## src/hdl/dtti_pkg.sv

```systemverilog
`default_nettype none
// ----------------------------------------------------------------------------
// dtti_pkg
// shared types and character constants for the decimal text to integer block
// ----------------------------------------------------------------------------
package dtti_pkg;

    localparam int CHAR_W   = 8;
    localparam int NUMBER_W = 32;

    localparam logic [CHAR_W-1:0] CHAR_ZERO  = 8'h30;
    localparam logic [CHAR_W-1:0] CHAR_NINE  = 8'h39;
    localparam logic [CHAR_W-1:0] CHAR_MINUS = 8'h2D;
    localparam logic [CHAR_W-1:0] CHAR_PLUS  = 8'h2B;
    localparam logic [CHAR_W-1:0] CHAR_SPACE = 8'h20;
    localparam logic [CHAR_W-1:0] CHAR_TAB   = 8'h09;
    localparam logic [CHAR_W-1:0] CHAR_LF    = 8'h0A;

    localparam logic MODE_SIGNED = 1'b0;
    localparam logic MODE_BYTE   = 1'b1;

    typedef enum logic [1:0]
    {
        PH_LEAD  = 2'd0,
        PH_NUM   = 2'd1,
        PH_TRAIL = 2'd2
    } phase_t;

    typedef struct packed
    {
        logic [CHAR_W-1:0] char_code;
        logic              end_of_text;
    } in_item_t;

    typedef struct packed
    {
        logic [NUMBER_W-1:0] number;
        logic                bad_text;
    } result_t;

endpackage

`default_nettype wire

```

## src/hdl/dtti_in_reg.sv

```systemverilog
`default_nettype none
// ----------------------------------------------------------------------------
// dtti_in_reg
// input register; holds an end request while the result register is full
// ----------------------------------------------------------------------------
module dtti_in_reg
(
    input  wire logic                 clk,
    input  wire logic                 rst_n,
    input  wire logic                 s_axis_tvalid,
    output logic                      s_axis_tready,
    input  wire logic [7:0]           s_axis_tdata,
    input  wire logic                 s_axis_tlast,
    input  wire logic                 out_busy,
    output logic                      item_fire,
    output dtti_pkg::in_item_t        item
);

    logic               valid_reg;
    dtti_pkg::in_item_t item_reg;
    logic               take;

    // only an end request needs a free result slot
    assign item_fire     = valid_reg && !(item_reg.end_of_text && out_busy);
    assign s_axis_tready = !valid_reg || item_fire;
    assign take          = s_axis_tvalid && s_axis_tready;
    assign item          = item_reg;

    always_ff @(posedge clk or negedge rst_n)
    begin
        if (!rst_n)
        begin
            valid_reg <= 1'b0;
        end
        else if (take)
        begin
            valid_reg <= 1'b1;
        end
        else if (item_fire)
        begin
            valid_reg <= 1'b0;
        end
    end

    always_ff @(posedge clk)
    begin
        if (take)
        begin
            item_reg.char_code   <= s_axis_tdata;
            item_reg.end_of_text <= s_axis_tlast;
        end
    end

endmodule

`default_nettype wire

```

## src/hdl/dtti_scan.sv

```systemverilog
`default_nettype none
// ----------------------------------------------------------------------------
// dtti_scan
// text scan state, times-ten accumulate and result forming
// ----------------------------------------------------------------------------
module dtti_scan
(
    input  wire logic                 clk,
    input  wire logic                 rst_n,
    input  wire logic                 cfg_wr_en,
    input  wire logic                 cfg_wr_data,
    input  wire logic                 item_fire,
    input  wire dtti_pkg::in_item_t   item,
    output logic                      res_valid,
    output dtti_pkg::result_t         res
);

    logic                                mode_reg;
    dtti_pkg::phase_t                    phase_reg;
    dtti_pkg::phase_t                    phase_next;
    logic                                neg_reg;
    logic                                neg_next;
    logic [dtti_pkg::NUMBER_W-1:0]       acc_reg;
    logic [dtti_pkg::NUMBER_W-1:0]       acc_next;
    logic                                err_reg;
    logic                                err_next;
    logic [dtti_pkg::CHAR_W-1:0]         digit;
    logic [dtti_pkg::NUMBER_W-1:0]       acc_step;
    logic                                is_digit;
    logic                                is_blank;
    logic                                is_sign;
    logic                                in_number;

    assign digit    = item.char_code - dtti_pkg::CHAR_ZERO;
    assign acc_step = {acc_reg[dtti_pkg::NUMBER_W-4:0], 3'b000}
                    + {acc_reg[dtti_pkg::NUMBER_W-2:0], 1'b0}
                    + {{(dtti_pkg::NUMBER_W-dtti_pkg::CHAR_W){1'b0}}, digit};

    always_comb
    begin
        is_digit  = item.char_code inside {[dtti_pkg::CHAR_ZERO:dtti_pkg::CHAR_NINE]};
        is_blank  = item.char_code inside {dtti_pkg::CHAR_SPACE, dtti_pkg::CHAR_TAB,
                                           dtti_pkg::CHAR_LF};
        is_sign   = item.char_code inside {dtti_pkg::CHAR_MINUS, dtti_pkg::CHAR_PLUS};
        in_number = (phase_reg == dtti_pkg::PH_LEAD) || (phase_reg == dtti_pkg::PH_NUM);
    end

    always_comb
    begin
        phase_next = phase_reg;
        neg_next   = neg_reg;
        acc_next   = acc_reg;
        err_next   = err_reg;
        if (item.end_of_text)
        begin
            phase_next = dtti_pkg::PH_LEAD;
            neg_next   = 1'b0;
            acc_next   = '0;
            err_next   = 1'b0;
        end
        else if (!err_reg)
        begin
            if (is_digit)
            begin
                if (in_number)
                begin
                    acc_next   = acc_step;
                    phase_next = dtti_pkg::PH_NUM;
                end
                else
                begin
                    err_next = 1'b1;
                end
            end
            else if (is_blank)
            begin
                if (phase_reg != dtti_pkg::PH_LEAD)
                begin
                    phase_next = dtti_pkg::PH_TRAIL;
                end
            end
            else if (is_sign && (mode_reg == dtti_pkg::MODE_SIGNED)
                     && (phase_reg == dtti_pkg::PH_LEAD))
            begin
                neg_next   = (item.char_code == dtti_pkg::CHAR_MINUS);
                phase_next = dtti_pkg::PH_NUM;
            end
            else
            begin
                err_next = 1'b1;
            end
        end
    end

    always_comb
    begin
        res.bad_text = err_reg;
        case (mode_reg)
            dtti_pkg::MODE_BYTE:
            begin
                res.number = err_reg ? {{(dtti_pkg::NUMBER_W-8){1'b0}}, 8'hFF}
                                     : {{(dtti_pkg::NUMBER_W-8){1'b0}}, acc_reg[7:0]};
            end
            default:
            begin
                if (err_reg)
                begin
                    res.number = '1;
                end
                else if (neg_reg)
                begin
                    res.number = '0 - acc_reg;
                end
                else
                begin
                    res.number = acc_reg;
                end
            end
        endcase
    end

    assign res_valid = item_fire && item.end_of_text;

    always_ff @(posedge clk or negedge rst_n)
    begin
        if (!rst_n)
        begin
            mode_reg  <= dtti_pkg::MODE_SIGNED;
            phase_reg <= dtti_pkg::PH_LEAD;
            neg_reg   <= 1'b0;
            acc_reg   <= '0;
            err_reg   <= 1'b0;
        end
        else
        begin
            if (cfg_wr_en)
            begin
                mode_reg <= cfg_wr_data;
            end
            if (item_fire)
            begin
                phase_reg <= phase_next;
                neg_reg   <= neg_next;
                acc_reg   <= acc_next;
                err_reg   <= err_next;
            end
        end
    end

endmodule

`default_nettype wire

```

## src/hdl/dtti_out_reg.sv

```systemverilog
`default_nettype none
// ----------------------------------------------------------------------------
// dtti_out_reg
// result register on the master side
// ----------------------------------------------------------------------------
module dtti_out_reg
(
    input  wire logic                 clk,
    input  wire logic                 rst_n,
    input  wire logic                 res_valid,
    input  wire dtti_pkg::result_t    res,
    output logic                      out_busy,
    output logic                      m_axis_tvalid,
    input  wire logic                 m_axis_tready,
    output logic [31:0]               m_axis_tdata,
    output logic                      m_axis_tuser
);

    logic              valid_reg;
    dtti_pkg::result_t res_reg;

    assign out_busy      = valid_reg && !m_axis_tready;
    assign m_axis_tvalid = valid_reg;
    assign m_axis_tdata  = res_reg.number;
    assign m_axis_tuser  = res_reg.bad_text;

    always_ff @(posedge clk or negedge rst_n)
    begin
        if (!rst_n)
        begin
            valid_reg <= 1'b0;
        end
        else if (res_valid)
        begin
            valid_reg <= 1'b1;
        end
        else if (m_axis_tready)
        begin
            valid_reg <= 1'b0;
        end
    end

    always_ff @(posedge clk)
    begin
        if (res_valid)
        begin
            res_reg <= res;
        end
    end

endmodule

`default_nettype wire

```

## src/hdl/decimal_text_to_integer.sv

```systemverilog
`default_nettype none
// ----------------------------------------------------------------------------
// decimal_text_to_integer
// parses decimal text, one character per request, into a 32-bit or byte value
// ----------------------------------------------------------------------------
// channel   direction  tdata                 tlast        tuser
// s_axis    in         [7:0] char_code       end_of_text  -
// m_axis    out        [31:0] number         -            [0] bad_text
// cfg       in         cfg_wr_data = parse_mode, written when cfg_wr_en is high
//
// one character per cycle while no end request stalls; a result passes the input register, then the result register
// the times-ten add in the scan stage sets the per-cycle work
// reset clears the scan state, result register and parse_mode (signed)
// only an end request stalls, and only while a result waits on m_axis_tready
// ----------------------------------------------------------------------------
module decimal_text_to_integer
(
    input  wire logic        clk,
    input  wire logic        rst_n,
    input  wire logic        cfg_wr_en,
    input  wire logic        cfg_wr_data,
    input  wire logic        s_axis_tvalid,
    output logic             s_axis_tready,
    input  wire logic [7:0]  s_axis_tdata,   // [7:0] char_code
    input  wire logic        s_axis_tlast,
    output logic             m_axis_tvalid,
    input  wire logic        m_axis_tready,
    output logic [31:0]      m_axis_tdata,   // [31:0] number
    output logic             m_axis_tuser    // [0] bad_text
);

    logic               out_busy;
    logic               item_fire;
    dtti_pkg::in_item_t item;
    logic               res_valid;
    dtti_pkg::result_t  res;

    dtti_in_reg u_in_reg
    (
        .clk           (clk),
        .rst_n         (rst_n),
        .s_axis_tvalid (s_axis_tvalid),
        .s_axis_tready (s_axis_tready),
        .s_axis_tdata  (s_axis_tdata),
        .s_axis_tlast  (s_axis_tlast),
        .out_busy      (out_busy),
        .item_fire     (item_fire),
        .item          (item)
    );

    dtti_scan u_scan
    (
        .clk         (clk),
        .rst_n       (rst_n),
        .cfg_wr_en   (cfg_wr_en),
        .cfg_wr_data (cfg_wr_data),
        .item_fire   (item_fire),
        .item        (item),
        .res_valid   (res_valid),
        .res         (res)
    );

    dtti_out_reg u_out_reg
    (
        .clk           (clk),
        .rst_n         (rst_n),
        .res_valid     (res_valid),
        .res           (res),
        .out_busy      (out_busy),
        .m_axis_tvalid (m_axis_tvalid),
        .m_axis_tready (m_axis_tready),
        .m_axis_tdata  (m_axis_tdata),
        .m_axis_tuser  (m_axis_tuser)
    );

endmodule

`default_nettype wire

```

## config.mk

```make
export PLATFORM = sky130hd
export DESIGN_NAME = decimal_text_to_integer
export DESIGN_NICKNAME = d
export VERILOG_FILES = /design/src/hdl/dtti_pkg.sv /design/src/hdl/dtti_in_reg.sv /design/src/hdl/dtti_scan.sv /design/src/hdl/dtti_out_reg.sv /design/src/hdl/decimal_text_to_integer.sv
export SDC_FILE = /design/constraint.sdc
export NUM_CORES = 1
export LEC_CHECK = 0
export BUFFER_PORTS_ARGS = -buffer_cell sky130_fd_sc_hd__buf_2
export CAP_MARGIN = 5
export CORE_AREA = 2 2 146 148
export CTS_BUF_LIST = sky130_fd_sc_hd__clkbuf_4 sky130_fd_sc_hd__clkbuf_8
export DETAILED_ROUTE_END_ITERATION = 8
export DIE_AREA = 0 0 148 150
export GPL_TIMING_DRIVEN = 0
export PLACE_DENSITY_LB_ADDON = 0.2
export SYNTH_ARGS = -nofsm -noshare
export SYNTH_HDL_FRONTEND = slang
export SYNTH_SLANG_ARGS = --single-unit
```

## constraint.sdc

```tcl
create_clock -name clk -period 7.9 [get_ports clk]
set_input_delay 0 -clock clk [delete_from_list [all_inputs] [get_ports clk]]
set_output_delay 0 -clock clk [all_outputs]
set_load 0.05 [all_outputs]
```

# Word-level counts from Yosys, hierarchy flattened
# Index checks and enable logic that the tools add are counted.
[classes] add_sub_neg=4 magnitude_cmp=2 eq_ne=11 n_mux=30 bitwise_logic=1 reduce_logical=26
[op_table] operator="two-way mux 32 bit" count=7
[op_table] operator="adder 32 bit" count=1
[op_table] operator="adder 32 x 8 -> 32 bit" count=1
[op_table] operator="subtractor 1 x 32 -> 32 bit, first input constant" count=1
[op_table] operator="== test 8 x 6 -> 1 bit, second input constant" count=3
[op_table] operator="== test 8 x 4 -> 1 bit, second input constant" count=2
[op_table] operator="two-way mux 1 bit" count=15
[op_table] operator="two-way mux 2 bit" count=7
[op_table] operator="nonzero test 2 bit" count=7
[op_table] operator="AND reduction 5 bit" count=2
[op_table] operator="greater-or-equal comparator 8 x 6 -> 1 bit, second input constant" count=1
[op_table] operator="less-or-equal comparator 8 x 6 -> 1 bit, second input constant" count=1
[op_table] operator="logical AND 1 bit" count=8
[op_table] operator="two-way mux 8 bit" count=1
[op_table] operator="subtractor 8 x 6 -> 8 bit, second input constant" count=1
[op_table] operator="!= test 2 bit, second input constant" count=3
[op_table] operator="!= test 4 x 3 -> 1 bit, second input constant" count=1
[op_table] operator="AND reduction 4 bit" count=1
[op_table] operator="nonzero test 4 bit" count=1
[op_table] operator="zero test 1 bit" count=3
[op_table] operator="!= test 3 bit, second input constant" count=1
[op_table] operator="nonzero test 3 bit" count=1
[op_table] operator="== test 2 x 1 -> 1 bit, second input constant" count=1
[op_table] operator="zero test 2 bit" count=1
[op_table] operator="2 further kinds" count=3
[totals] ff_bits=81 in_bits=15 out_inout_bits=35 wordCells=85

# Longest topological paths before layout
# Gate-level depths: netlist of the first run.
[depth] word_depth=9 ltp_mapped=14 mapped_depth_nobuf=14

# Hierarchy
# Synthesis of the first run repeated with hierarchy kept, for this count alone.
[hier_totals] hier_cells=615 hier_area_um2=5806.8
[modules_own_cells] module="dtti_scan" n_inst=1 cells_each=565 area_each_um2=4445.5 seq_area_each_um2=925.9
[modules_own_cells] module="dtti_out_reg" n_inst=1 cells_each=36 area_each_um2=1036.0 seq_area_each_um2=1016.0
[modules_own_cells] module="dtti_in_reg" n_inst=1 cells_each=14 area_each_um2=325.3 seq_area_each_um2=295.3

# Least setup slack after synthesis of the first run
# No wires, ideal clock.
[synth_timing] kind="register to register" from="reg u_in_reg.item_reg, in the netlist u_in_reg.item[5]" to="reg u_scan.acc_reg[29] in the netlist's numbering" setup_ps=124 t_arrival_ps=2938 t_required_ps=7776 path_slack_ps=4838 path_stages_with_launch=15 path_buffers=0 period_less_slack_ps=3062 path_cell_list="edfxtp_1 -> inv_1 -> ha_1 -> inv_1 -> fa_1 -> inv_1 -> ha_1 -> a21o_1 -> a21oi_1 -> a21oi_1 -> o21bai_1 -> a21oi_1 -> a21oi_1 -> nor3_1 -> a211o_1"
[synth_via] elab_chain_cells=6 elab_cells_between_ends=11 cone_classes="add/sub (2); order compare (2); mux (4); reduce/logical (3)"
[synth_rtl] item="from (decl)" line_no="dtti_in_reg.sv:20" rtl="dtti_pkg::in_item_t item_reg;"
[synth_rtl] item="subtractor 8 x 6 -> 8 bit" line_no="dtti_scan.sv:34" rtl="assign digit = item.char_code - dtti_pkg::CHAR_ZERO;"
[synth_rtl] item="adder 32 x 8 -> 32 bit" line_no="dtti_scan.sv:37" rtl="+ {{(dtti_pkg::NUMBER_W-dtti_pkg::CHAR_W){1'b0}}, digit};"
[synth_rtl] item="two-way mux 32 bit" line_no="dtti_scan.sv:65" rtl="if (in_number)"
[synth_rtl] item="two-way mux 32 bit" line_no="dtti_scan.sv:63" rtl="if (is_digit)"
[synth_rtl] item="two-way mux 32 bit" line_no="dtti_scan.sv:61" rtl="else if (!err_reg)"
[synth_rtl] item="two-way mux 32 bit" line_no="dtti_scan.sv:54" rtl="if (item.end_of_text)"
[synth_rtl] item="to (signal assigned)" line_no="dtti_scan.sv:144" rtl="acc_reg <= acc_next;"
[synth_rtl] item="to (decl)" line_no="dtti_scan.sv:23" rtl="logic [dtti_pkg::NUMBER_W-1:0] acc_reg;"
# Parallel ways exist; a longest one is shown, timed or not. The select of a mux whose other input is x is not followed.
# A chain may end at the register's enable or synchronous reset.

# Worst setup path after layout of the first run
[layout_timing] from="reg u_in_reg.item_reg, in the netlist u_in_reg.item[4]" to="reg u_scan.acc_reg[26] in the netlist's numbering"
# The elaborated chain is that of the path after synthesis.

==> results of run 1 <==
-- worst max path at each step --
| stage | startpoint | endpoint | slack, ps | cells past startpoint |
|---|---|---|---|---|
| floorplan | u_in_reg.item[5] | u_scan.acc_reg[29] | 4840 | 14 |
| global placement | u_in_reg.item[4] | u_scan.acc_reg[26] | 4200 | 11 |
| detailed placement | u_in_reg.item[4] | u_scan.acc_reg[26] | 4160 | 11 |
| CTS | u_in_reg.item[4] | u_scan.acc_reg[26] | 4140 | 11 |
| global route | u_in_reg.item[4] | u_scan.acc_reg[26] | 3770 | 11 |
| finish | u_in_reg.item[4] | u_scan.acc_reg[26] | 4110 | 11 |
-- cells in the mapped netlist (11+ instances only) --
master / instances / area, sq um
a21o_1: 17 / 128
a21oi_1: 64 / 320
clkbuf_1: 29 / 109
dfrtp_1: 39 / 976
edfxtp_1: 42 / 1260
ha_1: 58 / 726
inv_1: 35 / 131
nand2_1: 74 / 278
nand3_1: 11 / 55.1
nor2_1: 30 / 113
nor3_1: 11 / 55.1
o21ai_0: 52 / 260
o31ai_1: 14 / 105
xnor2_1: 16 / 140
xor2_1: 37 / 324
-- power by group --
| part | switching (mW) | internal, mW |
|---|---|---|
| clock network | 0.155 | 0.183 |
| logic | 0.743 | 0.469 |
| registers | 0.148 | 0.546 |
| total | 1.05 | 1.20 |
-- repair_timing --
action | CTS | global route
gates resized for setup | 0 | 0
endpoints found under the hold margin | 51 | 0
hold buffers | 15 | 0
-- logic make-up (layout without fill, tap and decap cells) --
family                     Yosys count  in the layout  synth area share [%]
DFF                                 81             81                  37.7
muxes                                3              3                 0.549
and+or+nand+nor                    181            181                  15.0
buffers and inverters               67            147                  4.28
adders and majority gates           64             64                  14.3
xor gates and xnor gates            53             53                  7.83
AOI/OAI and AO/OA                  194            194                  20.3
-- worst max-delay path, delay by kind of cell (launching register included) --
kind | cells | cell delay [ps]
AO/OA/AOI/OAI | 5 | 1410
flip-flops | 1 | 500
buffers and inverters | 1 | 70
AND/OR/NAND/NOR | 2 | 450
XOR/XNOR | 1 | 200
adder cells (fa/ha/maj) | 2 | 1030
-- cell type report --
type	instances	area, sq um
tap	275	344
fill	2128	13800
multi-input combinational	495	3450
clock buffer	10	131
clock inverter	6	93.8
buffer	32	123
sequential	81	2240
inverter	35	131
timing repair buffer	64	395
-- per-layer routing --
metal / track usage (%) / part of all wire [%]
met5: 0 / 0
met4: 4.52 / 1.5
met3: 1.62 / 2.9
met2: 22.1 / 45
met1: 19.7 / 51
-- cell usage in the layout, fill, tap and decap left out, types with 3 or more instances in the layout --
cell type	count
o21bai_1	3
clkinv_4	3
a31oi_1	5
and3_1	4
a41oi_1	3
dfrtp_1	39
o21ai_0	52
nand3_1	11
inv_1	35
a21oi_1	64
nor2_1	29
a211oi_1	3
o211ai_1	3
xnor2_1	16
nand4_1	8
nand2_1	74
o31ai_1	14
nor2b_1	9
dlygate4sd3_1	15
o21a_1	3
clkbuf_1	29
nor3_1	11
clkbuf_8	9
xor2_1	37
nand2b_1	8
a21o_1	17
o311ai_0	3
or3_1	7
buf_2	51
or3_4	3
or2_2	3
fa_1	6
o41ai_1	6
ha_1	58
edfxtp_1	42
-- metrics by stage --
step | utilization, % | area (sq um) | cells | hold WS [ps]
after floorplan | - | 5930 | 643 | -296
final | 33.4 | 6900 | 998 | 328
after CTS | 33.4 | 6900 | 998 | 337
after detailed placement | 31.5 | 6530 | 967 | 178
after global placement | 31.5 | 6520 | 967 | 177
after global routing | 33.4 | 6900 | 998 | 353
==> impl_results.md, run 1 <==
* Residual DRC count at 0
* Final wirelength at approximately 15000 um
* Sink Count at 81
* Peak Freq at about 260 MHz
* Routed vias/inst at between 4 and 5
* Antenna Cells at 0
* CTS Buf Count at 9
* Crit path arrival time at roughly 4000 ps
* Root Driver: clkbuf_8
* Reg2reg start: u_in_reg.item[4]
* Critical path peak fanout at 5
* Synth async-reset ratio at ~48%
* I/O Buffers at 49
* Post-synthesis instance area at ~5900 sq um
* Core area at about 21000 sq um
* Startpoint Class: flip-flop
* Final worst slack at around 4000 ps
* Initial antenna violation count at 0
* Chip width at approximately 150 um
* Worst min path class: in2async
* Worst IR drop on VDD at 0.0794 mV
* Final Hold Vio Count at 0
* Crit path capture type: flip-flop
* Vias in the first global route at around 4600
* Post-CTS Setup Repair Bufs at 0
* Clk_skew at about 16 ps
* Power Dens Cells at between 300 and 400 nW/um^2
* Clock transition at the registers of the reported paths at 80 ps
* Ratio of cells with drive above 1 in the final layout at 11.1%
* Die area at ~22000 sq um
* Status: completed
* GP Congestion at 0.875
* Seq/Total Area, Yosys at a little under two fifths
* Tot Pwr at 2.24 mW
* Worst skew pair latency at between 300 and 400 ps
* Layout area overhead at 16.4%
* Largest net degree at the start of global routing at 40
* Crit-path slowest cell: fa_1
* Initial Util at between 20% and 30%
* # rows at between 50 and 60
* Iter 0 DRT Violations at a little under 300
* Total track usage at about 14%
* Worst slack at placement at approximately 4200 ps
* 1st-pass router iterations at 4
* Wire per inst at 15.2 um
* Count of different cell masters after synthesis at 57
* Most frequent CP cell: o21ai_0
* EDFF count, synth at 42
* Worst setup path category: reg2reg
* Die height at approximately 150 um
* Remaining Overflow, GRT at 0
* Detail Placement HPWL at 12200 um
* Synth Warn # at 0
* Syn Area/Cell at 9.22 sq um
* Max-cap violations at 0
* I/O pin count at 50
* TritonCTS clock tree: done
* Vias at between 4000 and 5000
* Critical Path RT at 8120 ps
* Fin. max-slew vios at 0
* R2R depth at 11
* P_leak at roughly 3.0 nW
* CTS max path bufs at 2
* Setup Viol. Count Final at 0
* Top_reg_cell synth: edfxtp_1
* Routed Antenna Nets at 0
* Max_slew headroom at a little over a third
* Nets at 797
* Min cycle time layout at 3790 ps
* Critical Path Max Stage Delay at around 610 ps
* H-tree depth at 3
* Synth Instances at approximately 640
* FF-to-FF End: u_scan.acc_reg[26]
* R2r setup slk at approximately 4100 ps
* Tcrit/Tclk final at a little under half
* First-pass GRT wire length at ~24000 um
* Mapped Nets at 722
* Critical-path cell list: fa_1, inv_1, fa_1, nor2b_1, o21ai_0, a21oi_1, o21ai_0, and4b_1, o311ai_0, xnor2_1, o21ai_0
* Yosys reg bits at 81
* RSZ-0062 raised after global routing: false
* Worst slew pin tran at about 960 ps
* Setup TNS at 0 ps
Note: power is estimated with default switching activity, not from simulation.
==> run 2, diff against run 1 <==
==> constraint.sdc (replaced) <==
create_clock -name clk -period 3.4 [get_ports clk]
set_input_delay 0 -clock clk [delete_from_list [all_inputs] [get_ports clk]]
set_output_delay 0 -clock clk [all_outputs]
set_load 0.05 [all_outputs]
==> impl_results.md, run 2 (synthesized netlist as in run 1, its figures left out) <==
* R2r setup slk at 120 ps (-3990 ps)
* Initial antenna violation count at 0 (unchanged)
* Fill cell count at 2113 (-0.70%)
* Worst setup path category: reg2reg
* Chip width at 148 um (unchanged)
* Min cycle time layout at 3280 ps (-506 ps)
* Worst IR drop on VDD at 0.211 mV (+170%)
* Die area at 22200 sq um (unchanged)
* Max-cap violations at 0 (unchanged)
* Initial Util at 28.7% (unchanged)
* CTS max path bufs at 2 (unchanged)
* Sink Count at 81 (unchanged)
* H-tree depth at 3 (unchanged)
* Critical Path Max Stage Delay at 520 ps (-90 ps)
* Final worst slack at 118 ps (-3990 ps)
* Largest net degree at the start of global routing at 40 (unchanged)
* Ratio of cells with drive above 1 in the final layout at 14.1% (+3.1 points)
* Routed vias/inst at 4.91 (+0.79%)
* Buf/Inv on CP at 3 (+2)
* Worst skew pair latency at 360 ps (about the same)
* I/O Buffers at 49 (unchanged)
* Crit-path slowest cell: fa_1
* Final Cell Area at 7040 sq um (+2.0%)
* GP Congestion at 0.875 (unchanged)
* Wire per inst at 15.3 um (+0.84%)
* Final hold slack at 326 ps (-2.35 ps)
* Routed Antenna Nets at 0 (unchanged)
* Crit path capture type: flip-flop
* Placed Cells at 967 (unchanged)
* Fin. max-slew vios at 0 (unchanged)
* Critical-path cell list: buf_4, fa_1, inv_1, ha_1, nor2b_2, o21ai_2, a21oi_4, buf_4, o41ai_2, o211ai_1, a21oi_2, xor2_1, o21ai_0
* Layout area overhead at 18.8%
* # rows at 53 (unchanged)
* Tcrit/Tclk final at 96.5% (+49 points)
* Crit path max-delay family: compound AO/OA/AOI/OAI gates
* CTS Buf Count at 9 (unchanged)
* Final Hold Vio Count at 0 (unchanged)
* First-pass GRT wire length at 24600 um (+0.56%)
* Critical path peak fanout at 4 (-1)
* Iter 0 DRT Violations at 281 (-3.8%)
* Status: completed
* Setup TNS at 0 ps (unchanged)
* Root Driver: clkbuf_8
* Core area at 20700 sq um (unchanged)
* Antenna Cells at 0 (unchanged)
* Commonest non-fill, non-tap cell in the layout: nand2_1
* Critical Path RT at 3620 ps (-4500 ps)
* Crit path arrival time at 3500 ps (-510 ps)
* Worst min path class: in2async
* Clock transition at the registers of the reported paths at 80 ps (about the same)
* Post-DP Area at 6530 sq um (unchanged)
* Total track usage at 14.0% (+0.071 points)
* Nets at 802 (+0.63%)
* Die height at 150 um (unchanged)
* Vias in the first global route at 4640 (+0.39%)
* Non-filler cells, final at 1003 (+0.50%)
* Detail Placement HPWL at 12200 um (unchanged)
* TritonCTS clock tree: done
* Commonest cells after routing, fill and taps aside: 74 x nand2_1, 57 x ha_1, 56 x a21oi_1, 51 x buf_2, 50 x o21ai_0
* Tot Pwr at 5.32 mW (+140%)
* Final wirelength at 15300 um (+1.3%)
* I/O pin count at 50 (unchanged)
* Vias at 4927 (+1.3%)
* P_leak at 3.03 nW (+1.2%)
* Most frequent CP cell: buf_4
* Core Util, Final at 34.0% (+0.68 points)
* Worst slack at placement at -338 ps (-4500 ps)
* Remaining Overflow, GRT at 0 (unchanged)
* 1st-pass router iterations at 5 (+1)
* Max_slew headroom at 35.3% (-0.49 points)
* Power Dens Cells at 756 nW/um^2 (+130%)
* Startpoint Class: flip-flop
* Setup Viol. Count Final at 0 (unchanged)
* Residual DRC count at 0 (unchanged)
* Peak Freq at 305 MHz (+15%)
* Clk_skew at 15.7 ps (+0.204 ps)
* Worst slew pin tran at 970 ps (+7.32 ps)
[run 2: cell count changes in the layout (fill, tap and decap cells not counted), sizes merged]
cell | before | now
buf | 52 | 58
clkbuf | 39 | 38
[run 2: layout make-up]
class | count | area [sq um] | share of cell area, %
clock buffer | 10 | 131 | 1.87
tap | 275 | 344 | 4.89
buffer | 31 | 119 | 1.69
inverter | 35 | 131 | 1.87
clock inverter | 6 | 93.8 | 1.33
timing repair buffer | 70 | 440 | 6.25
sequential | 81 | 2240 | 31.8
multi-input combinational | 495 | 3540 | 50.3
[run 2: power breakdown]
group          switching [mW]  internal [mW]  total [mW]  leakage (nW)
Combinational            1.79           1.13        2.92          2.01
Clock                   0.362          0.426       0.788         0.110
Sequential              0.346           1.27        1.61         0.916
[run 2: timing repair]
action | 4_1_cts | 5_1_grt
pin swaps | 2 | 9
setup endpoints to repair | 12 | 17
resized for setup | 12 | 12
hold buffers | 15 | 0
hold endpoints to repair | 51 | 0
buffers inserted | 0 | 6
[run 2: worst paths after layout]
kind	cells past startpoint	endpoint	startpoint
worst max-delay path	13	u_scan.acc_reg[18]	u_in_reg.item[5]
worst min-delay path	2	u_scan.phase_reg[1]	rst_n
worst max register to register	13	u_scan.acc_reg[18]	u_in_reg.item[5]
worst min register to register	0	u_out_reg.m_axis_tuser	u_scan.err_reg
max in group asynchronous	2	u_scan.acc_reg[0]	rst_n
min in group clk	2	u_in_reg.item[1]	s_axis_tdata[0]
[run 2: worst register-to-register path: cells and delay by family, from the launching register on]
kind	cells	cell delay, ps
buf+inv	3	360
simple gates	1	190
xor+xnor	1	200
flops	1	450
fa+ha+maj	2	850
compound gates	6	1100
[run 2: layer usage]
layer / GRT usage (%) / wire length (um) / share of wire, % / up-vias
li1: - / - / - / 2492
met1: 19.8 / 7710 / 50 / 2333
met2: 22.3 / 6920 / 45 / 79
met3: 1.55 / 443 / 2.9 / 23
met4: 4.43 / 256 / 1.7 / 0
met5: 0 / 0 / 0 / -
==> run 3, diff against run 2 <==
--- a/config.mk
+++ b/config.mk
@@ -13,6 +13,7 @@
 export DIE_AREA = 0 0 148 150
 export GPL_TIMING_DRIVEN = 0
 export PLACE_DENSITY_LB_ADDON = 0.2
+export SKIP_CTS_REPAIR_TIMING = 1
 export SYNTH_ARGS = -nofsm -noshare
 export SYNTH_HDL_FRONTEND = slang
 export SYNTH_SLANG_ARGS = --single-unit
==> constraint.sdc (replaced) <==
create_clock -name clk -period 3.8 [get_ports clk]
set_input_delay 0 -clock clk [delete_from_list [all_inputs] [get_ports clk]]
set_output_delay 0 -clock clk [all_outputs]
set_load 0.05 [all_outputs]
==> impl_results.md, run 3 (synthesized netlist as in run 1, its figures left out) <==
* Routed Antenna Nets at 0 (unchanged)
* Worst slew pin tran at 968 ps (-2.11 ps)
* Max_slew headroom at 35.5% (+0.14 points)
* Commonest cells after routing, fill and taps aside: 74 x nand2_1, 63 x a21oi_1, 58 x ha_1, 52 x o21ai_0, 51 x buf_2
* Total track usage at 13.8% (-0.13 points)
* Crit-path slowest cell: fa_1
* Min cycle time layout at 3610 ps (+329 ps)
* Tcrit/Tclk final at 95.0% (-1.5 points)
* CTS Buf Count at 9 (unchanged)
* I/O pin count at 50 (unchanged)
* I/O Buffers at 49 (unchanged)
* Clock transition at the registers of the reported paths at 80 ps (about the same)
* Layout area overhead at 16.3%
* Detail Placement HPWL at 12200 um (unchanged)
* Clk_skew at 15.4 ps (-0.337 ps)
* Final Hold Vio Count at 0 (unchanged)
* Crit path capture type: flip-flop
* P_leak at 2.99 nW (-1.3%)
* Wire per inst at 15.2 um (-0.36%)
* Max-cap violations at 0 (unchanged)
* Routed vias/inst at 4.92 (about the same)
* Met3 GRT Util at 1.62% (+0.061 points)
* Most frequent CP cell: a21oi_1
* Vias in the first global route at 4566 (-1.6%)
* First-pass GRT wire length at 24400 um (-1.0%)
* Met2 Use GR at 21.9% (-0.39 points)
* Die area at 22200 sq um (unchanged)
* Commonest non-fill, non-tap cell in the layout: nand2_1
* Critical path peak fanout at 5 (+1)
* Worst skew pair latency at 360 ps (about the same)
* Initial antenna violation count at 0 (unchanged)
* Critical-path cell list: inv_1, ha_1, inv_1, fa_1, inv_1, ha_1, a21o_1, a21oi_1, a21oi_1, o21bai_1, a21oi_1, a21oi_1, nor3_1, a211o_1
* Worst setup path category: reg2reg
* Largest net degree at the start of global routing at 40 (unchanged)
* 1st-pass router iterations at 4 (-1)
* Power Dens Cells at 678 nW/um^2 (-10%)
* # rows at 53 (unchanged)
* Peak Freq at 277 MHz (-9.1%)
* Startpoint Class: flip-flop
* Crit path launch: u_in_reg.item[5]
* TritonCTS clock tree: done
* Root Driver: clkbuf_8
* Met1 Use GR at 19.7% (-0.14 points)
* Critical Path RT at 4040 ps (+420 ps)
* Tot Pwr at 4.67 mW (-12%)
* Initial Util at 28.7% (unchanged)
* Fin. max-slew vios at 0 (unchanged)
* Sink Count at 81 (unchanged)
* Remaining Overflow, GRT at 0 (unchanged)
* H-tree depth at 3 (unchanged)
* Final hold slack at 326 ps (-0.0690 ps)
* Residual DRC count at 0 (unchanged)
* Worst min path class: in2async
* Core area at 20700 sq um (unchanged)
* Status: completed
* Post-DP Area at 6530 sq um (unchanged)
* Worst IR drop on VDD at 0.164 mV (-22%)
* Crit path arrival time at 3850 ps (+350 ps)
* RSZ-0062 raised after global routing: false
* Setup TNS at 0 ps (unchanged)
* CTS max path bufs at 2 (unchanged)
* Final wirelength at 15200 um (-0.95%)
* Buf/Inv on CP at 3 (unchanged)
* Critical Path Max Stage Delay at 470 ps (-50 ps)
* Antenna Cells at 0 (unchanged)
* Reg2reg start: u_in_reg.item[5]
* Ratio of cells with drive above 1 in the final layout at 11.2% (-2.9 points)
* Crit path max-delay family: compound AO/OA/AOI/OAI gates
* GP Congestion at 0.875 (unchanged)
* GR peak layer: met2
* Final Cell Area at 6900 sq um (-2.1%)
* Iter 0 DRT Violations at 270 (-3.9%)
* Chip width at 148 um (unchanged)
* Vias at 4902 (-0.51%)
* Nets at 796 (-0.75%)
* Die height at 150 um (unchanged)
* Setup Viol. Count Final at 0 (unchanged)
-- run 3: layout make-up --
cell class	count	area, sq um
sequential	81	2240
clock buffer	10	131
buffer	32	123
inverter	35	131
tap	275	344
fill	2122	13800
timing repair buffer	63	385
clock inverter	6	93.8
multi-input combinational	495	3450
-- run 3: path summary, 6_finish.rpt --
| kind | end | slack [ps] | cells past startpoint |
|---|---|---|---|
| worst max register to register | u_scan.acc_reg[29] | 190 | 14 |
| max in group asynchronous | u_scan.acc_reg[21] | 2850 | 2 |
| worst min register to register | u_out_reg.m_axis_tuser | 520 | 0 |
| worst max-delay path | u_scan.acc_reg[29] | 190 | 14 |
| min in group clk | u_in_reg.item[1] | 360 | 2 |
| worst min-delay path | u_scan.phase_reg[1] | 330 | 2 |
-- run 3: through the flow --
stage                     util, %  setup WS, ps  std cells
after floorplan                 -           738        643
after global placement       31.5           105        967
after detailed placement     31.5          62.3        967
after CTS                    32.6          41.0        983
after global routing         33.3          15.9        997
final                        33.3           189        997
-- run 3: layer usage --
| layer | up-vias | part of all wire [%] |
|---|---|---|
| li1 | 2475 | - |
| met1 | 2307 | 51 |
| met2 | 99 | 44 |
| met3 | 21 | 3.1 |
| met4 | 0 | 1.4 |
| met5 | - | 0 |
-- run 3: report_power, final --
| part | internal [mW] | leakage, nW | switching (mW) | total [mW] |
|---|---|---|---|---|
| sequential | 1.13 | 0.918 | 0.308 | 1.44 |
| clock | 0.381 | 0.110 | 0.322 | 0.703 |
| combinational | 0.975 | 1.96 | 1.55 | 2.53 |
| total | 2.49 | 2.99 | 2.18 | 4.67 |
